**src/rtl/bmps_pkg.sv**
```systemverilog
`timescale 1ns / 1ps
package bmps_pkg;

   localparam int LIGHT_WIDTH_DEF  = 128;
   localparam int LIGHT_HEIGHT_DEF = 128;
   localparam int LIGHT_MAX_DEF    = 255;

   localparam int TABLE_DEPTH = 16384;
   localparam int TABLE_AW    = 14;
   localparam int COORD_W     = 13;
   localparam int QUEUE_DEPTH = 4;
   localparam int QUEUE_PW    = 2;
   localparam int LANES       = 6;
   localparam int RECIP_SHIFT = 14;

   localparam logic [10:0] LIGHT_POS_RESET = 11'd1000;

   localparam logic [15:0] RED_MASK   = 16'hF800;
   localparam logic [15:0] GREEN_MASK = 16'h07E0;
   localparam logic [15:0] BLUE_MASK  = 16'h001F;
   localparam logic [5:0]  RB_MAX     = 6'd31;
   localparam logic [5:0]  G_MAX      = 6'd63;

   localparam logic [5:0] LANE_MAX [LANES] = '{RB_MAX, G_MAX, RB_MAX, RB_MAX, G_MAX, RB_MAX};

   typedef enum logic {
      ACT_LOAD  = 1'b0,
      ACT_SHADE = 1'b1
   } bmps_action_type;

   typedef enum logic {
      REG_LIGHT_POS_X = 1'b0,
      REG_LIGHT_POS_Y = 1'b1
   } bmps_reg_type;

   typedef struct packed {
      logic                is_load;
      logic [TABLE_AW-1:0] addr0;
      logic [TABLE_AW-1:0] addr1;
      logic                hit0;
      logic                hit1;
      logic [7:0]          level;
      logic [31:0]         color;
   } bmps_entry_type;

endpackage

```
**src/rtl/bmps_if.sv**
```systemverilog
`timescale 1ns / 1ps
interface bmps_req_if;
   logic        valid;
   logic        ready;
   logic        action;
   logic [13:0] table_index;
   logic [7:0]  table_value;
   logic [9:0]  pixel_x;
   logic [9:0]  pixel_y;
   logic [31:0] bump_word;
   logic [31:0] color_word;

   modport source (output valid, action, table_index, table_value, pixel_x, pixel_y,
                   bump_word, color_word, input ready);
   modport sink (input valid, action, table_index, table_value, pixel_x, pixel_y,
                 bump_word, color_word, output ready);
endinterface


interface bmps_csr_if;
   logic        valid;
   logic        ready;
   logic        index;
   logic [10:0] data;

   modport source (output valid, index, data, input ready);
   modport sink (input valid, index, data, output ready);
endinterface

```
**src/rtl/bmps_front.sv**
```systemverilog
`timescale 1ns / 1ps
module bmps_front #(
   parameter int LIGHT_WIDTH  = bmps_pkg::LIGHT_WIDTH_DEF,
   parameter int LIGHT_HEIGHT = bmps_pkg::LIGHT_HEIGHT_DEF,
   parameter int LIGHT_MAX    = bmps_pkg::LIGHT_MAX_DEF
) (
   input  logic                     clock,
   input  logic                     reset,
   bmps_req_if.sink                 req_bus,
   bmps_csr_if.sink                 csr_bus,
   output bmps_pkg::bmps_entry_type push_entry,
   output logic                     push_valid,
   input  logic                     push_ready
);

   localparam int CW = bmps_pkg::COORD_W;
   localparam logic signed [CW-1:0] WidthS   = CW'(LIGHT_WIDTH);
   localparam logic signed [CW-1:0] HeightS  = CW'(LIGHT_HEIGHT);
   localparam logic signed [CW-1:0] CentreX  = CW'(LIGHT_WIDTH / 2);
   localparam logic signed [CW-1:0] CentreY  = CW'(LIGHT_HEIGHT / 2);
   localparam logic [8:0]           WidthU   = 9'(LIGHT_WIDTH);
   localparam logic [7:0]           LevelMax = 8'(LIGHT_MAX);

   logic signed [10:0] light_pos_x_ff, light_pos_x_in;
   logic signed [10:0] light_pos_y_ff, light_pos_y_in;

   logic [10:0]                    col1;
   logic signed [CW-1:0]           px0, py0, px1, py1;
   logic                           hit0, hit1;
   logic [bmps_pkg::TABLE_AW-1:0]  addr0, addr1;
   logic [7:0]                     level;

   function automatic logic signed [CW-1:0] offset_coord(
      input logic [10:0]          pix,
      input logic signed [10:0]   pos,
      input logic signed [CW-1:0] centre,
      input logic [7:0]           slope
   );
      return $signed({2'b00, pix}) - $signed({{2{pos[10]}}, pos}) + centre
             + $signed({{5{slope[7]}}, slope});
   endfunction

   function automatic logic [bmps_pkg::TABLE_AW-1:0] table_addr(
      input logic signed [CW-1:0] px,
      input logic signed [CW-1:0] py
   );
      logic [16:0] full;
      full = 17'(py[7:0]) * 17'(WidthU) + 17'(px[7:0]);
      return full[bmps_pkg::TABLE_AW-1:0];
   endfunction

   assign col1 = {1'b0, req_bus.pixel_x} + 11'd1;
   assign px0  = offset_coord({1'b0, req_bus.pixel_x}, light_pos_x_ff, CentreX,
                              req_bus.bump_word[31:24]);
   assign py0  = offset_coord({1'b0, req_bus.pixel_y}, light_pos_y_ff, CentreY,
                              req_bus.bump_word[23:16]);
   assign px1  = offset_coord(col1, light_pos_x_ff, CentreX, req_bus.bump_word[15:8]);
   assign py1  = offset_coord({1'b0, req_bus.pixel_y}, light_pos_y_ff, CentreY,
                              req_bus.bump_word[7:0]);

   assign hit0 = (px0 >= 0) && (px0 < WidthS) && (py0 >= 0) && (py0 < HeightS);
   assign hit1 = (px1 >= 0) && (px1 < WidthS) && (py1 >= 0) && (py1 < HeightS);
   assign addr0 = table_addr(px0, py0);
   assign addr1 = table_addr(px1, py1);
   assign level = (req_bus.table_value > LevelMax) ? LevelMax : req_bus.table_value;

   always_comb begin
      push_entry.is_load = (req_bus.action == bmps_pkg::ACT_LOAD);
      push_entry.level   = level;
      push_entry.color   = req_bus.color_word;
      if (req_bus.action == bmps_pkg::ACT_LOAD) begin
         push_entry.addr0 = req_bus.table_index;
         push_entry.addr1 = req_bus.table_index;
         push_entry.hit0  = 1'b0;
         push_entry.hit1  = 1'b0;
      end else begin
         push_entry.addr0 = addr0;
         push_entry.addr1 = addr1;
         push_entry.hit0  = hit0;
         push_entry.hit1  = hit1;
      end
   end

   assign push_valid    = req_bus.valid;
   assign req_bus.ready = push_ready;
   assign csr_bus.ready = 1'b1;

   always_comb begin
      light_pos_x_in = light_pos_x_ff;
      light_pos_y_in = light_pos_y_ff;
      if (csr_bus.valid) begin
         unique case (csr_bus.index)
            bmps_pkg::REG_LIGHT_POS_X: light_pos_x_in = $signed(csr_bus.data);
            bmps_pkg::REG_LIGHT_POS_Y: light_pos_y_in = $signed(csr_bus.data);
         endcase
      end
   end

   always_ff @(posedge clock) begin
      if (reset) begin
         light_pos_x_ff <= $signed(bmps_pkg::LIGHT_POS_RESET);
         light_pos_y_ff <= $signed(bmps_pkg::LIGHT_POS_RESET);
      end else begin
         light_pos_x_ff <= light_pos_x_in;
         light_pos_y_ff <= light_pos_y_in;
      end
   end

endmodule

```
**src/flat_wrapper.sv**
```systemverilog
// flat-port wrapper written by rule: the top's interface ports become plain ports
module bmps_front_flat 
#(
   parameter int LIGHT_WIDTH  = bmps_pkg::LIGHT_WIDTH_DEF,
   parameter int LIGHT_HEIGHT = bmps_pkg::LIGHT_HEIGHT_DEF,
   parameter int LIGHT_MAX    = bmps_pkg::LIGHT_MAX_DEF
)
  (clock, reset, push_entry, push_valid, push_ready, req_bus_valid, req_bus_action, req_bus_table_index, req_bus_table_value, req_bus_pixel_x, req_bus_pixel_y, req_bus_bump_word, req_bus_color_word, req_bus_ready, csr_bus_valid, csr_bus_index, csr_bus_data, csr_bus_ready);
  bmps_req_if req_bus_i ();
  bmps_csr_if csr_bus_i ();
  input  logic clock;
  input  logic reset;
  output bmps_pkg::bmps_entry_type push_entry;
  output logic push_valid;
  input  logic push_ready;
  input wire logic [$bits(req_bus_i.valid)-1:0] req_bus_valid;
  input wire logic [$bits(req_bus_i.action)-1:0] req_bus_action;
  input wire logic [$bits(req_bus_i.table_index)-1:0] req_bus_table_index;
  input wire logic [$bits(req_bus_i.table_value)-1:0] req_bus_table_value;
  input wire logic [$bits(req_bus_i.pixel_x)-1:0] req_bus_pixel_x;
  input wire logic [$bits(req_bus_i.pixel_y)-1:0] req_bus_pixel_y;
  input wire logic [$bits(req_bus_i.bump_word)-1:0] req_bus_bump_word;
  input wire logic [$bits(req_bus_i.color_word)-1:0] req_bus_color_word;
  output wire logic [$bits(req_bus_i.ready)-1:0] req_bus_ready;
  input wire logic [$bits(csr_bus_i.valid)-1:0] csr_bus_valid;
  input wire logic [$bits(csr_bus_i.index)-1:0] csr_bus_index;
  input wire logic [$bits(csr_bus_i.data)-1:0] csr_bus_data;
  output wire logic [$bits(csr_bus_i.ready)-1:0] csr_bus_ready;
  assign req_bus_i.valid = req_bus_valid;
  assign req_bus_i.action = req_bus_action;
  assign req_bus_i.table_index = req_bus_table_index;
  assign req_bus_i.table_value = req_bus_table_value;
  assign req_bus_i.pixel_x = req_bus_pixel_x;
  assign req_bus_i.pixel_y = req_bus_pixel_y;
  assign req_bus_i.bump_word = req_bus_bump_word;
  assign req_bus_i.color_word = req_bus_color_word;
  assign req_bus_ready = req_bus_i.ready;
  assign csr_bus_i.valid = csr_bus_valid;
  assign csr_bus_i.index = csr_bus_index;
  assign csr_bus_i.data = csr_bus_data;
  assign csr_bus_ready = csr_bus_i.ready;
  bmps_front #(.LIGHT_WIDTH(LIGHT_WIDTH), .LIGHT_HEIGHT(LIGHT_HEIGHT), .LIGHT_MAX(LIGHT_MAX)) u_core (.clock(clock), .reset(reset), .req_bus(req_bus_i), .csr_bus(csr_bus_i), .push_entry(push_entry), .push_valid(push_valid), .push_ready(push_ready));
endmodule
```
**config.mk**
```make
export PLATFORM = sky130hd
export DESIGN_NAME = bmps_front_flat
export DESIGN_NICKNAME = d
export VERILOG_FILES = /design/src/rtl/bmps_pkg.sv /design/src/rtl/bmps_if.sv /design/src/rtl/bmps_front.sv /design/src/flat_wrapper.sv
export SDC_FILE = /design/constraint.sdc
export NUM_CORES = 1
export LEC_CHECK = 0
export BUFFER_PORTS_ARGS = -buffer_cell sky130_fd_sc_hd__buf_2
export CORE_MARGIN = 1.5
export CORE_UTILIZATION = 45
export CTS_BUF_LIST = sky130_fd_sc_hd__clkbuf_4 sky130_fd_sc_hd__clkbuf_8
export CTS_CLUSTER_DIAMETER = 150
export DETAILED_ROUTE_END_ITERATION = 8
export PLACE_DENSITY = 0.83
export SLEW_MARGIN = 5
export SYNTH_ARGS = -nofsm -noshare
export SYNTH_HDL_FRONTEND = slang
export SYNTH_SLANG_ARGS = --single-unit
```
**constraint.sdc**
```tcl
create_clock -name clock -period 5.3 [get_ports clock]
set_input_delay 0.265 -clock clock [delete_from_list [all_inputs] [get_ports clock]]
set_output_delay 0.265 -clock clock [all_outputs]
set_load 0.02 [all_outputs]
```
Word level (Yosys, flattened, before mapping). Cells that the tools add are included.

Bits of input ports: 124. Output and inout bits: 74. Bits in registers: 22.

$add $sub $neg: 13. Bitwise logic cells: 2. Order comparisons: 9. Mux-type cells: 2. Reductions and logical operators: 8.

Operators by type and width (count): adder 13 x 8 -> 13 bit (4); greater-or-equal comparator 13 x 1 -> 1 bit (second input constant) (4); < comparator 13 x 9 -> 1 bit (second input constant) (4); adder 13 x 8 -> 13 bit (second input constant) (3); 2-to-1 mux 30 bit (1); adder 14 x 8 -> 14 bit (2); subtractor 11 x 11 -> 12 bit (2); subtractor 12 x 11 -> 13 bit (1); adder 10 x 1 -> 11 bit (second input constant) (1); greater-than comparator 8 bit (second input constant) (1); 2-to-1 mux 8 bit (1); logical AND 1 bit (6); AND reduction 2 bit (2); inverter 1 bit (2).

Logic depth before layout (Yosys ltp).
Word-level depth: 9. Gate-level depth with buffers: 22. Depth with buffers taken out: 22.

Least setup slack after synthesis. No wires, ideal clock.

Path kind: input to output. Start point: in req_bus_pixel_y[0]. End point: out push_entry[40] (netlist bit). Data arrival time: 4.563 ns. Buffers on the path: 0. Data required time: 5.035 ns. Setup slack: 0.472 ns. Stages: 19. Cell sequence: inv_1 -> ha_1 -> fa_1 -> nor2b_1 -> o2111ai_2 -> nand3_2 -> nand2_1 -> xnor2_1 -> nand3_1 -> or4b_2 -> and3_1 -> ha_1 -> o21ai_0 -> a311oi_1 -> o31ai_1 -> a2111oi_0 -> o2111a_1 -> nand4_1 -> a2111oi_2.

RTL lines: start, declared (RTL line flat_wrapper.sv:21) `input wire logic [$bits(req_bus_i.pixel_y)-1:0] req_bus_pixel_y;`; end, declared (RTL line flat_wrapper.sv:13) `output bmps_pkg::bmps_entry_type push_entry;`.

==> metrics <==
status completed; Reg area 440 µm²; cell area after synthesis 5600 µm²; Leakage 3.10 nW; DR pass1 iterations 6; vias after detailed routing 5,444; Clock power frac 8.9%; cells after synthesis 764; Final GP Congestion 0.954; Slew @ Worst Pin 1.04 ns; drt total wl 14,000 µm; min Tclk post-route 5.15 ns; # clock sinks 22; slowest cell on the critical path or4b_2; Slew Limit Headroom 30.6%; sequential share of power 10.0%; MaxCap Viol Count 0; DR vias/cell 5.46; Worst-path clk slew 0.08 ns; main flop type after synthesis dfxtp_1; # nets final 1,069; asr flop ratio synth 0%; final count of negative-setup-slack endpoints 0; Placed Cells 990; first-pass GRT wire length 22,400 µm; commonest non-fill, non-tap cell in the layout buf_2; Net Sw Power 0.915 mW; Root Driver clkbuf_8; DR iter-0 viols 277; CP startpoint kind flip-flop; hpwl dp 12,000 µm; Hold Startpoint csr_bus_data[3]; CTS tree yes; global route overflow 0; Worst Path Required 5.04 ns; worst r2r src u_core.light_pos_x_ff[3]; VDD IR max 0.127 mV; Syn. warnings 0; power per cell area 292 nW/µm²; flop and latch count out of synthesis 22; placement-stage cell area 6010 µm²; Final period util 97.1%; Antenna Nets Post-Route 0; switching part of the total 50.5%; IO Port Bufs 112; area grow syn2layout 10.8%; initial core utilization 46.4%; Netlist cell types 65; DR DRC count 0; sequential area share after synthesis 7.87%; Max clock buf depth 2; Final Skew 0 ns; H-tree depth 1; Worst Path Arrival 4.88 ns; post-synthesis net count 1,003; Hold Vio Cnt, Final 0; Final Non-Filler Cells 997; Die Y 115 µm; hold-fix buffers at CTS 0; CP Cell Sequence ha_1 > fa_2 > nor2b_4 > o2111ai_2 > nand3_2 > nand2_1 > xnor2_2 > nand3_2 > or4b_2 > and3_4 > ha_1 > nand3b_1 > o21ai_0 > nor4_2 > o211ai_1 > a2111oi_1 > nand4_1 > a221oi_2 > buf_4; IO Pins 198; critical-path maximum fanout 6; Fmax 0.194 GHz; fin. max-slew vios 0; area of the multi-input gates 4580 µm²; syn_area_per_cell 7.33 µm²; gr usage total 20.9%; initial antenna violation count 0; most frequent cells in the layout buf_2, ha_1, nand2_1; core area 12,100 µm²; nature of the critical path endpoint output pin; die area 13,100 µm²; layout cell share with drive strength beyond 1 18.1%; P_int 0.898 mW; CP Launch Point u_core.light_pos_y_ff[0]; combinational share of power 81.1%; clock latency at the later pin of the worst-skew pair 0.27 ns; TritonCTS buffer count 3; Post-synth EDFFs 0; Cell Rows 40; max incr delay on CP 0.68 ns; wire per inst 14.1 µm; die width 115 µm; number of global-route vias before repair 5,033; Final Cell Area 6200 µm²; setup TNS 0 ns; Diodes inserted 0; largest net degree at the start of global routing 35; min-delay worst type in2reg; Layout fillers 1,173; worst setup path category reg2out
stage by stage:
step | util, % | power (mW) | hold slack (ns) | worst slack (ns)
after floorplan | - | 1.31 | 0.359 | 0.472
after global placement | 49.9 | 1.57 | 0.445 | 0.148
after detailed placement | 49.9 | 1.60 | 0.447 | 0.0803
after CTS | 50.6 | 1.77 | 0.208 | 0.00880
after global routing | 51.4 | 1.99 | 0.213 | -0.0240
final | 51.4 | 1.81 | 0.212 | 0.153
Yosys cell counts, types with 2 or more instances:
master | instances | area [µm²]
a21boi_0 | 5 | 37.5
clkbuf_1 | 12 | 45.0
or2_2 | 3 | 18.8
dfxtp_1 | 22 | 440
nor2b_1 | 12 | 75.1
o31a_1 | 2 | 17.5
o211ai_1 | 5 | 37.5
o21a_1 | 9 | 67.6
o2111ai_1 | 5 | 43.8
o31ai_1 | 3 | 22.5
a2111oi_2 | 2 | 30.0
a41oi_1 | 2 | 17.5
o21ai_0 | 35 | 175
nor4_1 | 2 | 12.5
buf_1 | 2 | 7.51
mux2_2 | 5 | 56.3
and3_1 | 8 | 50.1
ha_1 | 98 | 1230
fa_1 | 17 | 340
mux2i_1 | 2 | 20.0
inv_1 | 77 | 289
nand2b_1 | 12 | 75.1
a211oi_1 | 6 | 45.0
o311a_1 | 2 | 20.0
xor2_1 | 13 | 114
o311ai_0 | 2 | 17.5
and2_1 | 2 | 12.5
or3_1 | 3 | 18.8
a211o_1 | 9 | 78.8
a21oi_1 | 53 | 265
xnor2_1 | 35 | 307
a311oi_1 | 2 | 17.5
nor3_1 | 11 | 55.1
nand2_1 | 96 | 360
a31oi_1 | 4 | 25.0
a2111oi_0 | 5 | 43.8
a21o_1 | 12 | 90.1
o21bai_1 | 6 | 45.0
buf_4 | 43 | 323
nand3b_1 | 7 | 52.6
nand4_1 | 5 | 31.3
nor2_1 | 61 | 229
nand3_1 | 24 | 120
or4_1 | 2 | 15.0
layout make-up:
| cell class | instances | area share, % |
|---|---|---|
| flip-flops and latches | 22 | 7.10 |
| clock inverters | 1 | 0.484 |
| inverters | 77 | 4.66 |
| multi-input cells | 608 | 73.8 |
| clock buffers | 3 | 0.666 |
| repair buffers | 118 | 9.85 |
| well taps | 168 | 3.39 |
kinds of logic (layout without fill, tap and decap cells):
| group | Yosys count | after routing | synth area share, % |
|---|---|---|---|
| other | 1 | 1 | 0.0670 |
| XOR/XNOR | 48 | 48 | 7.51 |
| AO/OA/AOI/OAI | 182 | 182 | 22.0 |
| AND/OR/NAND/NOR | 255 | 255 | 21.4 |
| flip-flops | 22 | 22 | 7.87 |
| adder cells (fa/ha/maj) | 115 | 115 | 28.0 |
| multiplexers | 7 | 7 | 1.36 |
| buffers and inverters | 134 | 199 | 11.9 |
metal layers:
layer  global-route usage (%)  wire [µm]
met1                     27.1       6380
met2                     36.1       6590
met3                     2.91        796
met4                     5.67        272
met5                        0          0
power by group through the flow:
stage / sequential [mW] / combinational [mW] / clock [mW]
2_1_floorplan: 0.183 / 1.13 / 0
3_3_place_gp: 0.184 / 1.39 / 0
3_5_place_dp: 0.185 / 1.41 / 0
4_1_cts: 0.181 / 1.43 / 0.165
5_1_grt: 0.182 / 1.63 / 0.170
6_report: 0.181 / 1.47 / 0.161
registers in the layout, indices dropped and copies added, names as in the netlist:
name	cells
u_core.light_pos_x_ff	11
u_core.light_pos_y_ff	11
timing repair:
item / CTS / global route
endpoints found under the hold margin: 0 / 0
setup endpoints to repair: 2 / 2
pin swaps: 2 / 8
gates cloned: 0 / 0
resized for setup: 5 / 18
buffers inserted: 0 / 3
final timing paths:
kind,to,slack (ns),cells after the start
worst max-delay path,push_entry[41],0.15,19
worst min-delay path,u_core.light_pos_x_ff[3],0.21,2
worst max register to register,u_core.light_pos_x_ff[3],4.30,4
worst min register to register,u_core.light_pos_y_ff[2],0.46,2
worst max-delay path, delay by kind of cell (launching register included):
family | cells | cell delay, ns
flops | 1 | 0.32
fa+ha+maj | 3 | 0.98
compound gates | 5 | 1.05
xor+xnor | 1 | 0.21
simple gates | 9 | 1.85
buf+inv | 1 | 0.20
Power figures use the tool's default switching activity.
