**config.mk**
```make
export PLATFORM = sky130hd
export DESIGN_NAME = bmps_queue
export DESIGN_NICKNAME = d
export VERILOG_FILES = /design/src/rtl/bmps_pkg.sv /design/src/rtl/bmps_queue.sv
export SDC_FILE = /design/constraint.sdc
export NUM_CORES = 1
export LEC_CHECK = 0
export ABC_AREA = 1
export CORE_UTILIZATION = 50
export CTS_BUF_LIST = sky130_fd_sc_hd__clkbuf_8
export DETAILED_ROUTE_END_ITERATION = 10
export DONT_BUFFER_PORTS = 1
export GPL_TIMING_DRIVEN = 0
export SETUP_SLACK_MARGIN = 0.3
export SYNTH_ARGS = -nofsm -noshare
export SYNTH_HDL_FRONTEND = slang
export SYNTH_SLANG_ARGS = --single-unit
```
**constraint.sdc**
```tcl
create_clock -name clock -period 11.5 [get_ports clock]
set_clock_uncertainty 0.1 [all_clocks]
set_input_delay 0.575 -clock clock [delete_from_list [all_inputs] [get_ports clock]]
set_output_delay 0.575 -clock clock [all_outputs]
set_load 0.02 [all_outputs]
```
**src/rtl/bmps_pkg.sv**
```systemverilog
`timescale 1ns / 1ps
package bmps_pkg;

   localparam int LIGHT_WIDTH_DEF  = 128;
   localparam int LIGHT_HEIGHT_DEF = 128;
   localparam int LIGHT_MAX_DEF    = 255;

   localparam int TABLE_DEPTH = 16384;
   localparam int TABLE_AW    = 14;
   localparam int COORD_W     = 13;
   localparam int QUEUE_DEPTH = 4;
   localparam int QUEUE_PW    = 2;
   localparam int LANES       = 6;
   localparam int RECIP_SHIFT = 14;

   localparam logic [10:0] LIGHT_POS_RESET = 11'd1000;

   localparam logic [15:0] RED_MASK   = 16'hF800;
   localparam logic [15:0] GREEN_MASK = 16'h07E0;
   localparam logic [15:0] BLUE_MASK  = 16'h001F;
   localparam logic [5:0]  RB_MAX     = 6'd31;
   localparam logic [5:0]  G_MAX      = 6'd63;

   localparam logic [5:0] LANE_MAX [LANES] = '{RB_MAX, G_MAX, RB_MAX, RB_MAX, G_MAX, RB_MAX};

   typedef enum logic {
      ACT_LOAD  = 1'b0,
      ACT_SHADE = 1'b1
   } bmps_action_type;

   typedef enum logic {
      REG_LIGHT_POS_X = 1'b0,
      REG_LIGHT_POS_Y = 1'b1
   } bmps_reg_type;

   typedef struct packed {
      logic                is_load;
      logic [TABLE_AW-1:0] addr0;
      logic [TABLE_AW-1:0] addr1;
      logic                hit0;
      logic                hit1;
      logic [7:0]          level;
      logic [31:0]         color;
   } bmps_entry_type;

endpackage

```
**src/rtl/bmps_queue.sv**
```systemverilog
`timescale 1ns / 1ps
module bmps_queue (
   input  logic                     clock,
   input  logic                     reset,
   input  bmps_pkg::bmps_entry_type push_entry,
   input  logic                     push_valid,
   output logic                     push_ready,
   output bmps_pkg::bmps_entry_type pop_entry,
   output logic                     pop_valid,
   input  logic                     pop_ready
);

   localparam int PW = bmps_pkg::QUEUE_PW;

   bmps_pkg::bmps_entry_type slot_ff [bmps_pkg::QUEUE_DEPTH];
   logic [PW-1:0] wr_ptr_ff, wr_ptr_in;
   logic [PW-1:0] rd_ptr_ff, rd_ptr_in;
   logic [PW:0]   count_ff, count_in;
   logic          push, pop;

   assign push_ready = (count_ff != (PW+1)'(bmps_pkg::QUEUE_DEPTH));
   assign pop_valid  = (count_ff != '0);
   assign push       = push_valid && push_ready;
   assign pop        = pop_valid && pop_ready;
   assign pop_entry  = slot_ff[rd_ptr_ff];

   always_comb begin
      wr_ptr_in = push ? wr_ptr_ff + 1'b1 : wr_ptr_ff;
      rd_ptr_in = pop ? rd_ptr_ff + 1'b1 : rd_ptr_ff;
      count_in  = count_ff;
      if (push && !pop) begin
         count_in = count_ff + 1'b1;
      end else if (pop && !push) begin
         count_in = count_ff - 1'b1;
      end
   end

   always_ff @(posedge clock) begin
      if (reset) begin
         wr_ptr_ff <= '0;
         rd_ptr_ff <= '0;
         count_ff  <= '0;
      end else begin
         wr_ptr_ff <= wr_ptr_in;
         rd_ptr_ff <= rd_ptr_in;
         count_ff  <= count_in;
      end
   end

   always_ff @(posedge clock) begin
      if (push) begin
         slot_ff[wr_ptr_ff] <= push_entry;
      end
   end

   a_count_bound: assert property (@(posedge clock) disable iff (reset)
      count_ff <= (PW+1)'(bmps_pkg::QUEUE_DEPTH))
      else $error("queue count above depth");

   a_push_lands: assert property (@(posedge clock) disable iff (reset)
      (push && !pop && count_ff == '0) |=> pop_valid)
      else $error("pushed entry not visible");

endmodule

```
Word level (Yosys, flattened, before mapping)
Memories as Yosys holds them, arrays and structs flattened. A register that Yosys moved wholly into a read port is not among the register bits.
Index checks and enable logic that the tools add are counted.
{ "word_totals": {"register_bits": 7, "mem_bits_rw": 284, "input_bits": 75, "output_inout_bits": 73, "elab_cells": 23, "n_memories": 1} }
{ "classes": {"n_addsub": 4, "eq_ne": 1, "n_mux": 6, "n_reduce_logical": 8} }
{ "mem_list": {"columns": ["memory", "depth", "width", "read_ports", "rd_ports_with_merged_regs", "wr", "line", "text"], "rows": [
  ["slot_ff", 4, 71, 1, 1, 1, "bmps_queue.sv:15", "bmps_pkg::bmps_entry_type slot_ff [bmps_pkg::QUEUE_DEPTH];"]
]} }
{ "op_table": {"columns": ["op", "count"], "rows": [
  ["2-to-1 mux 3 bit", 2],
  ["adder 2 x 1 -> 2 bit (second input constant)", 2],
  ["logical AND 1 bit", 4],
  ["2-to-1 mux 2 bit", 2],
  ["adder 3 x 1 -> 3 bit (second input constant)", 1],
  ["inequality test 3 bit (second input constant)", 1],
  ["nonzero test 3 bit", 1],
  ["subtractor 3 x 1 -> 3 bit (second input constant)", 1],
  ["logical NOT 1 bit", 2],
  ["2-to-1 mux 1 bit", 2],
  ["nonzero test 2 bit", 1]
]} }

Depth between registers and ports, before layout
Gate-level depths: netlist (run 1).
{ "depth": {"word_depth": 6, "ltp_mapped": 13, "ltp_nobuf": 13} }

Worst setup path before layout (run 1)
OpenSTA, ideal clock, no wires.
{ "synth_timing": {"kind": "reg-to-reg", "from": "reg count_ff[0]", "to": "mem slot_ff[0][0] (netlist name) (enable)", "setup_time_ns": 0.501, "t_arrival_ns": 3.787, "t_required_ns": 10.899, "setup_slack_ns": 7.112, "stages_incl_launch_ff": 5, "n_path_buf": 0, "period_less_slack_ns": 4.388, "path_cell_list": "dfxtp_1 nor2_1 nand2_1 nand2_1 nor2_1"} }
{ "synth_via": {"elab_chain_len": 4} }
{ "synth_rtl": {"columns": ["element", "line", "text"], "rows": [
  ["start, declared", "bmps_queue.sv:18", "logic [PW:0] count_ff, count_in;"],
  ["start signal, assigned", "bmps_queue.sv:46", "count_ff <= count_in;"],
  ["inequality test 3 bit", "bmps_queue.sv:21", "assign push_ready = (count_ff != (PW+1)'(bmps_pkg::QUEUE_DEPTH));"],
  ["net push_ready", "bmps_queue.sv:7", "output logic push_ready,"],
  ["logical AND 1 bit", "bmps_queue.sv:23", "assign push = push_valid && push_ready;"],
  ["2-to-1 mux 1 bit", "bmps_queue.sv:51", "if (push) begin"],
  ["2-to-1 mux 1 bit (implied by the code)", "bmps_queue.sv:52", "slot_ff[wr_ptr_ff] <= push_entry;"],
  ["end, declared", "bmps_queue.sv:15", null]
]} }
The timed path passes the listed nets, and every way through them passes these cells.

==> flow_metrics.py, run 1 <==
metrics = {
    "outcome": {
        "status": "completed",
    },
    "sta": {
        "final.setup.tns_ps": 0,
        "drv_slew": 0,
        "timing.final.crit_share_pct": 24.95,
        "rsz0062_at_grt": "false",
        "fmax_mhz": 348.6,
        "setup_violations": 0,
        "hold_violations": 0,
        "max_slew_margin_pct": 54.70,
        "timing.hold.ws_ps": 40.38,
        "layout_min_cycle_time_ps": 2869,
        "worst_slew_pin_slew_ps": 689.7,
    },
    "clocking": {
        "cts_tree": "yes",
        "htreeDepth": 2,
        "clkSlewWorstSetupHoldPaths_ps": 60,
        "root_buffer": "clkbuf_8",
        "clock-sinks": 293,
        "cts_max_path_buffers": 3,
        "cts_buffers": 45,
        "clock_insertion_delay_worst_skew_ps": 530,
        "cts_resized": 0,
    },
    "grt": {
        "antenna_found_initial": 0,
        "grt_pass1_wl_um": 37010,
        "grt_pass1_vias": 6706,
        "gr-total-overflow": 0,
        "gr-usage-all-layers_pct": 22.17,
        "grt_max_degree": 27,
    },
    "floorplanning": {
        "num_io_pins": 148,
        "row_count": 53,
        "start_util_pct": 51.73,
        "dieArea_um2": 22620,
        "die_w_um": 150.4,
        "dieHeight_um": 150.4,
        "core_um2": 21290,
    },
    "drt": {
        "vias_per_cell": 5.657,
        "wl_per_cell_um": 21.44,
        "via_count": 6522,
        "drt_wl_total_um": 24720,
        "post-route-drc-count": 0,
        "firstDrtPassIters": 5,
        "ant_nets": 0,
        "drtIter0Drc": 396,
    },
    "place": {
        "gp_congestion": 0.7714,
        "hpwl_um": 14770,
        "dpl_cell_area_um2": 11650,
        "numPortBuffers": 0,
        "placedCellCount": 1042,
    },
    "synthesis": {
        "synth_cell_types": 22,
        "synth_mux_area_share_pct": 0,
        "ys_seq_area_share_pct": 79.09,
        "synthXorXnorAreaFrac_pct": 0.07955,
        "synth_top_family_by_area": "compound AO/OA/AOI/OAI gates",
        "yosysWarnings": 0,
        "syn_area_um2": 11010,
        "netlist.area_leader.share_pct": 77.45,
        "postSynthAreaPerCell_um2": 14.58,
        "synth_fa_ha_area_share_pct": 0.7500,
        "synth-compound-area-share_pct": 10.67,
        "yosys_register_bits": 293,
        "synthSimpleGateAreaFrac_pct": 6.080,
        "synthCells": 755,
        "yosys-top-cells-area": "edfxtp_1, o21ai_0, nor2_1",
        "synth_top_area_cell": "edfxtp_1",
        "synth_nets": 836,
    },
    "final_layout": {
        "stdcell_area_um2": 12760,
        "stdcell_count": 1153,
        "syn_to_final_growth_pct": 15.86,
        "n_antenna_cell": 0,
        "nets": 932,
        "drive_gt1_share_pct": 11.39,
    },
    "flow_run": {
        "maxCapViolations": 0,
    },
    "pwr": {
        "vdd_ir_drop_max_uv": 119.7,
        "p_per_area_nw_per_um2": 219.4,
        "swShare_pct": 33.99,
        "seq_power_share_pct": 47.3,
        "intPower_mw": 1.848,
        "clock_power_share_pct": 25.6,
        "leakagePower_nw": 4.309,
        "netSwitchingPower_mw": 0.9516,
        "p_comb_share_pct": 27.1,
    },
    "worst_setup_path": {
        "crit_required_ps": 10830,
        "cp_max_fo": 10,
        "startpoint_type": "register",
        "criticalPathCategory": "reg -> out",
        "end_kind": "output pin",
        "r2r_setup_slack_ps": 8980,
        "cp.arrival_ps": 2190,
    },
    "worst_hold_path": {
        "hp-class": "in -> reg",
    },
}
cells in the final DEF, fill, tap and decap left out, types with 3 or more instances in the layout:
cell,count
edfxtp_1,284
buf_6,11
clkinv_1,12
clkbuf_1,12
a21oi_1,3
nand3_1,4
clkbuf_2,7
dlygate4sd3_1,37
o22ai_1,71
nor2_1,152
inv_1,28
o21ai_0,128
o21ai_1,15
dfxtp_1,9
ha_1,5
clkinv_2,3
clkbuf_8,45
buf_2,14
buf_12,9
nand2_1,15
buf_16,4
nor2_4,4
stage by stage:
step | util [%] | worst slack [ps] | power [mW]
6_report | 59.93 | 8631 | 2.799
5_1_grt | 59.93 | 8503 | 2.924
4_1_cts | 59.84 | 8573 | 2.824
3_5_place_dp | 54.75 | 9029 | 2.095
3_3_place_gp | 53.34 | 4535 | 2.061
2_1_floorplan | - | 7112 | 1.879
worst max-delay path, stage by stage, from the launching register on:
cell      delay, ps
dfxtp_1         300
buf_4           190
clkbuf_1        420
o21ai_0         200
o22ai_1         550
kinds of logic after synthesis:
logic type | after synthesis
adder cells (fa/ha/maj) | 6
XOR/XNOR | 1
flip-flops | 293
AND/OR/NAND/NOR | 176
AO/OA/AOI/OAI | 217
buffers and inverters | 62
routing by layer:
| layer | up-vias | part of all wire [%] | global-route usage [%] |
|---|---|---|---|
| met5 | - | 0 | 0 |
| met4 | 0 | 2.2 | 7.374 |
| met3 | 46 | 11 | 7.303 |
| met2 | 297 | 49 | 36.34 |
| met1 | 3160 | 38 | 27.76 |
| li1 | 3019 | - | - |
area by class of cell:
type | count | area (µm²)
Sequential cell | 293 | 8708
Fill cell | 1623 | 8529
Multi-Input combinational cell | 400 | 1966
Timing Repair Buffer | 49 | 640.6
Clock buffer | 45 | 619.3
Tap cell | 275 | 344.1
Buffer | 46 | 301.5
Clock inverter | 29 | 112.6
Inverter | 16 | 65.06
state kept, by name (all words and copies together), names as in the netlist, named ones only:
signal and flops:
slot_ff 284, count_ff 3, rd_ptr_ff 2, wr_ptr_ff 2
Yosys cell counts:
cell type  instances
buf_4              1
inv_2              1
o21ai_1           15
o22ai_1           71
buf_6             11
clkbuf_2           7
nor2_1           156
buf_2             14
fa_1               1
nand3b_1           1
dfxtp_1            9
o21ai_0          128
a21oi_1            3
ha_1               5
xor2_1             1
inv_6              1
clkbuf_1          12
buf_12             1
nand3_1            4
nand2_1           15
inv_1             14
edfxtp_1         284
repair_timing:
action / 4_1_cts / 5_1_grt
hold endpoints to repair: 116 / 6
buffers inserted: 0 / 0
hold buffers: 35 / 2
power groups by stage:
stage	Sequential (mW)	Combinational, mW	Clock [mW]
2_1_floorplan	1.35	0.528	0
3_3_place_gp	1.37	0.695	0
3_5_place_dp	1.35	0.749	0
4_1_cts	1.32	0.764	0.736
5_1_grt	1.33	0.815	0.776
6_report	1.32	0.759	0.716
worst paths after layout:
| kind | startpoint | endpoint | cells past startpoint |
|---|---|---|---|
| worst min register to register | rd_ptr_ff[0] | rd_ptr_ff[0] | 2 |
| worst max register to register | count_ff[1] | count_ff[1] | 9 |
| worst min-delay path | push_entry[17] | slot_ff[3][17] | 0 |
| worst max-delay path | register | pop_entry[67] | 4 |
Power figures use the tool's default switching activity.
==> inputs of run 2 (changes only) <==
--- a/config.mk
+++ b/config.mk
@@ -5,7 +5,7 @@
 export SDC_FILE = /design/constraint.sdc
 export NUM_CORES = 1
 export LEC_CHECK = 0
-export ABC_AREA = 1
+export ABC_AREA = 0
 export CORE_UTILIZATION = 50
 export CTS_BUF_LIST = sky130_fd_sc_hd__clkbuf_8
 export DETAILED_ROUTE_END_ITERATION = 10
==> constraint.sdc (replaced) <==
create_clock -name clock -period 2.7 [get_ports clock]
set_clock_uncertainty 0.1 [all_clocks]
set_input_delay 0.135 -clock clock [delete_from_list [all_inputs] [get_ports clock]]
set_output_delay 0.135 -clock clock [all_outputs]
set_load 0.02 [all_outputs]
==> flow_metrics.py, run 2 <==
metrics = {
    "clocking": {
        "clock-sinks": 293,
        "htreeDepth": 2,
        "clock_insertion_delay_worst_skew_ps": 530,
        "root_buffer": "clkbuf_8",
        "cts_buffers": 47,
        "cts_max_path_buffers": 3,
        "cts_tree": "yes",
        "clkSlewWorstSetupHoldPaths_ps": 60,
    },
    "drt": {
        "via_count": 4648,
        "drtIter0Drc": 247,
        "drt_wl_total_um": 18460,
        "wl_per_cell_um": 21.47,
        "ant_nets": 0,
        "post-route-drc-count": 0,
        "vias_per_cell": 5.405,
        "firstDrtPassIters": 4,
    },
    "sta": {
        "timing.final.crit_share_pct": 82.22,
        "rsz0062_at_grt": "false",
        "fmax_mhz": 450.5,
        "setup_violations": 0,
        "hold_violations": 0,
        "worst_slew_pin_slew_ps": 593.8,
        "max_slew_margin_pct": 60.42,
        "fin_ws_ps": 480.1,
        "drv_slew": 0,
        "final.setup.tns_ps": 0,
        "layout_min_cycle_time_ps": 2220,
    },
    "floorplanning": {
        "die_w_um": 148.9,
        "num_io_pins": 148,
        "row_count": 53,
        "core_um2": 21090,
        "dieArea_um2": 22170,
        "dieHeight_um": 148.9,
        "start_util_pct": 51.15,
    },
    "synthesis": {
        "ys_seq_area_share_pct": 80.73,
        "synthMostInstantiatedCell": "edfxtp_1",
        "synthCells": 419,
        "postSynthAreaPerCell_um2": 25.74,
        "yosys_register_bits": 293,
        "synth_common_cells": "edfxtp_1, mux4_2, dfxtp_1",
        "synth_nets": 500,
        "synth_cell_types": 25,
        "synth_flop_cell": "edfxtp_1",
        "netlist.area_leader.share_pct": 79.06,
        "yosys-top-cells-area": "edfxtp_1, mux4_2, dfxtp_1",
        "synth_edf_count": 284,
        "syn_area_um2": 10790,
        "synth_top_area_cell": "edfxtp_1",
        "async_flop_share_pct": 0,
        "yosysWarnings": 0,
    },
    "place": {
        "dp_slack_ps": 307.1,
        "numPortBuffers": 0,
        "hpwl_um": 10790,
        "gp_congestion": 0.7309,
    },
    "worst_setup_path": {
        "criticalPathCategory": "reg -> reg",
        "end_kind": "register",
        "r2r_setup_slack_ps": 480,
        "rr_worst_depth": 5,
        "startpoint_type": "register",
        "crit_required_ps": 2820,
        "cp_max_fo": 36,
        "timing.rr.start": "count_ff[0]",
        "r2r-end": "slot_ff[1][13]",
        "cp.arrival_ps": 2340,
    },
    "grt": {
        "antenna_found_initial": 0,
        "grt_max_degree": 39,
        "grt_pass1_vias": 5103,
        "gr-total-overflow": 0,
        "grt_pass1_wl_um": 28110,
        "gr-usage-all-layers_pct": 17.15,
    },
    "final_layout": {
        "fillCellCount": 1478,
        "multiInputGateArea_um2": 1888,
        "syn_to_final_growth_pct": 19.70,
        "top_regs": "slot_ff x284, count_ff x3",
        "final_cell_mix": "edfxtp_1, dlygate4sd3_1, mux4_2",
        "seq_area_um2": 8708,
        "nets": 629,
        "final_common_cell": "edfxtp_1",
        "n_antenna_cell": 0,
        "top_register": "slot_ff",
        "drive_gt1_share_pct": 27.35,
        "largest_reg_flops": 284,
    },
    "pwr": {
        "seq_power_share_pct": 46.0,
        "vdd_ir_drop_max_uv": 605.1,
        "p_per_area_nw_per_um2": 951.4,
        "p_comb_share_pct": 24.6,
        "netSwitchingPower_mw": 3.539,
        "swShare_pct": 28.81,
        "leakagePower_nw": 4.184,
        "intPower_mw": 8.745,
        "clock_power_share_pct": 29.4,
    },
    "flow_run": {
        "maxCapViolations": 0,
    },
    "worst_hold_path": {
        "min_path_cells": 4,
        "min_to": "wr_ptr_ff[1]",
        "min_from": "push_valid",
        "hp-class": "in -> reg",
    },
    "outcome": {
        "status": "completed",
    },
}
[run 2: cell count changes after synthesis, sizes merged, moves of 14 or more]
cell / previous run / this run
nand2: 15 / 1
mux4: 0 / 71
o21ai: 143 / 1
o22ai: 71 / 0
nor2: 156 / 8
clkbuf: 19 / 1
[run 2: worst max-delay path, cell delays in order, from the launching register on]
cell,delay (ps)
dfxtp_1,480
nor2_1,110
a21boi_2,180
buf_4,160
and2_4,520
buf_12,310
[run 2: layer usage]
metal | vias up | share of wire [%] | GRT usage (%)
li1 | 2055 | - | -
met1 | 2406 | 40 | 21.37
met3 | 36 | 8.4 | 6.024
met2 | 151 | 50 | 27.98
met5 | - | 0 | 0
met4 | 0 | 2.0 | 5.969
[run 2: worst max-delay path by stage]
stage,start,end,slack [ps],cells past startpoint
2_1_floorplan,count_ff[0],slot_ff[0][0],470,3
3_3_place_gp,count_ff[0],slot_ff[0][22],-310,3
3_5_place_dp,count_ff[0],count_ff[2],310,8
4_1_cts,count_ff[0],count_ff[2],400,7
5_1_grt,count_ff[0],slot_ff[1][30],300,5
6_report,count_ff[0],slot_ff[1][13],480,5
[run 2: power by group through the flow]
stage               logic [mW]  registers (mW)  clock network [mW]
floorplan                 2.42            5.71                   0
global placement          2.88            5.74                   0
detailed placement        2.95            5.74                   0
CTS                       3.11            5.65                3.70
global route              3.23            5.69                3.90
finish                    3.02            5.65                3.61
[run 2: stage by stage]
step	hold WS (ps)	instance area, µm²	instances	total power, mW	util, %
after floorplan	133.9	10790	419	8.127	-
final	80.79	12910	860	12.28	61.23
after global routing	85.23	12910	860	12.82	61.23
after global placement	134.0	11140	694	8.614	52.81
after CTS	36.30	12910	860	12.45	61.20
after detailed placement	134.0	11240	698	8.696	53.28
[run 2: cells by family (layout without fill, tap and decap cells)]
family	count (synthesis)	after routing	synth area share, %
simple gates	17	17	0.7771
xor+xnor	4	4	0.3248
flops	293	293	80.73
buf+inv	20	186	1.902
fa+ha+maj	6	6	0.7656
mux	74	74	15.15
compound gates	5	5	0.3479
[run 2: layout make-up]
class / count / share of cell area [%]
tap: 275 / 2.665
sequential: 293 / 67.45
inverter: 3 / 0.08722
clock inverter: 37 / 1.851
clock buffer: 49 / 5.223
buffer: 17 / 1.512
timing repair buffer: 80 / 6.590
multi-input combinational: 106 / 14.62
[run 2: what timing repair did]
| action | 4_1_cts | 5_1_grt |
|---|---|---|
| hold endpoints to repair | 291 | 0 |
| gates resized for setup | 1 | 1 |
| buffers inserted | 2 | 0 |
| hold buffers | 74 | 0 |
| pin swaps | 1 | 0 |
| endpoints found under the setup margin | 71 | 1 |
==> inputs of run 3 (changes only) <==
--- a/config.mk
+++ b/config.mk
@@ -5,12 +5,13 @@
 export SDC_FILE = /design/constraint.sdc
 export NUM_CORES = 1
 export LEC_CHECK = 0
-export ABC_AREA = 0
+export ABC_AREA = 1
 export CORE_UTILIZATION = 50
 export CTS_BUF_LIST = sky130_fd_sc_hd__clkbuf_8
 export DETAILED_ROUTE_END_ITERATION = 10
 export DONT_BUFFER_PORTS = 1
 export GPL_TIMING_DRIVEN = 0
+export PLACE_DENSITY = 0.68
 export SETUP_SLACK_MARGIN = 0.3
 export SYNTH_ARGS = -nofsm -noshare
 export SYNTH_HDL_FRONTEND = slang
==> constraint.sdc (replaced) <==
create_clock -name clock -period 2 [get_ports clock]
set_clock_uncertainty 0.1 [all_clocks]
set_input_delay 0.1 -clock clock [delete_from_list [all_inputs] [get_ports clock]]
set_output_delay 0.1 -clock clock [all_outputs]
set_load 0.02 [all_outputs]
==> flow_metrics.py, run 3 (same netlist as run 1, synthesis figures left out) <==
metrics = {
    "outcome": {
        "status": "completed",
    },
    "grt": {
        "gr-usage-all-layers_pct": 23.53,
        "gr-total-overflow": 0,
        "grt_pass1_wl_um": 39190,
        "grt_pass1_vias": 7153,
        "antenna_found_initial": 0,
        "grt_max_degree": 29,
    },
    "floorplanning": {
        "num_io_pins": 148,
        "row_count": 53,
        "core_um2": 21290,
        "dieHeight_um": 150.4,
        "dieArea_um2": 22620,
        "start_util_pct": 51.73,
        "die_w_um": 150.4,
    },
    "drt": {
        "vias_per_cell": 5.786,
        "drtIter0Drc": 516,
        "via_count": 7059,
        "wl_per_cell_um": 22.82,
        "ant_nets": 0,
        "post-route-drc-count": 0,
        "firstDrtPassIters": 5,
        "drt_wl_total_um": 27840,
    },
    "worst_hold_path": {
        "hp-class": "in -> reg",
    },
    "final_layout": {
        "final_common_cell": "edfxtp_1",
        "nets": 991,
        "multiInputGateArea_um2": 2984,
        "n_antenna_cell": 0,
        "seq_area_um2": 8717,
        "top_regs": "slot_ff x284, count_ff x3",
        "top_register": "slot_ff",
        "syn_to_final_growth_pct": 32.58,
        "drive_gt1_share_pct": 29.21,
        "largest_reg_flops": 284,
        "stdcell_area_um2": 14600,
        "final_cell_mix": "edfxtp_1, nor2_1, dlygate4sd3_1",
        "final_util_pct": 68.58,
        "fillCellCount": 1375,
    },
    "pwr": {
        "leakagePower_nw": 4.939,
        "vdd_ir_drop_max_uv": 881.6,
        "p_per_area_nw_per_um2": 1249,
    },
    "sta": {
        "timing.final.crit_share_pct": 99.20,
        "layout_min_cycle_time_ps": 1984,
        "worst_slew_pin_slew_ps": 523.5,
        "hold_violations": 0,
        "drv_slew": 0,
        "max_slew_margin_pct": 65.01,
        "setup_violations": 0,
        "final.setup.tns_ps": 0,
        "rsz0062_at_grt": "true",
        "fin_ws_ps": 16.07,
        "fmax_mhz": 504.0,
    },
    "worst_setup_path": {
        "startpoint_type": "register",
        "criticalPathCategory": "reg -> out",
        "crit_required_ps": 1800,
        "cp.arrival_ps": 1780,
        "cp_max_fo": 10,
        "end_kind": "output pin",
    },
    "place": {
        "dp_slack_ps": -128.8,
        "numPortBuffers": 0,
        "hpwl_um": 15030,
        "dpl_cell_area_um2": 11610,
        "gp_congestion": 0.7467,
    },
    "clocking": {
        "root_buffer": "clkbuf_8",
        "cts_tree": "yes",
        "clkSlewWorstSetupHoldPaths_ps": 70,
        "cts_max_path_buffers": 3,
        "clock_insertion_delay_worst_skew_ps": 540,
        "clock-sinks": 293,
        "htreeDepth": 2,
        "cts_buffers": 44,
    },
    "flow_run": {
        "maxCapViolations": 0,
    },
}
==> run 3: cell count changes in the layout (fill, tap and decap cells not counted), moves of 20 or more <==
cell,previous run,this run
o21ai_0,1,71
o22ai_4,0,24
buf_4,2,23
mux4_2,70,0
nor2_1,8,127
nor2_2,0,20
o21ai_1,0,47
o22ai_2,0,47
==> run 3: power breakdown <==
part	internal [mW]	total, mW	switching [mW]
Sequential	7.47	7.67	0.205
Clock	2.10	4.27	2.18
Combinational	2.18	6.29	4.11
==> run 3: critical path, stage by stage (launching register included) <==
cell	delay [ps]
dfxtp_2	330
buf_12	140
clkinv_8	80
buf_12	130
buf_8	140
nor2_1	60
o22ai_2	350
==> run 3: routing by layer <==
layer	GRT usage, %	vias up	wire (µm)
met2	39.98	345	14090
li1	-	3150	-
met3	5.000	65	2395
met1	29.39	3499	10630
met4	9.545	0	715
met5	0	-	0
==> run 3: worst paths after layout <==
path / cells after the start / slack, ps / end / from
worst max-delay path: 6 / 20 / pop_entry[23] / register
worst min-delay path: 1 / 160 / slot_ff[3][15] / push_entry[15]
worst max register to register: 9 / 20 / count_ff[1] / count_ff[1]
worst min register to register: 2 / 430 / rd_ptr_ff[0] / rd_ptr_ff[0]
==> run 3: timing repair <==
item / CTS / global route
gates cloned: 4 / 5
gates resized for setup: 147 / 180
pin swaps: 70 / 52
endpoints found under the hold margin: 372 / 0
endpoints found under the setup margin: 357 / 329
hold buffers: 74 / 0
buffers inserted: 0 / 18
==> run 3: layout make-up <==
type | instances | share of cell area [%]
flip-flops and latches | 293 | 59.72
multi-input cells | 405 | 20.44
repair buffers | 104 | 7.920
clock buffers | 45 | 4.243
plain buffers | 46 | 3.711
well taps | 275 | 2.357
clock inverters | 36 | 1.029
inverters | 16 | 0.5828
==> run 3: per-stage QoR <==
| step | hold WS, ps | total power, mW | instances |
|---|---|---|---|
| finish | 164.0 | 18.24 | 1220 |
| global route | 140.1 | 18.94 | 1220 |
| CTS | 119.7 | 17.25 | 1197 |
| detailed placement | 67.90 | 12.06 | 1038 |
| global placement | 64.32 | 11.84 | 1030 |
| floorplan | 62.70 | 10.87 | 755 |
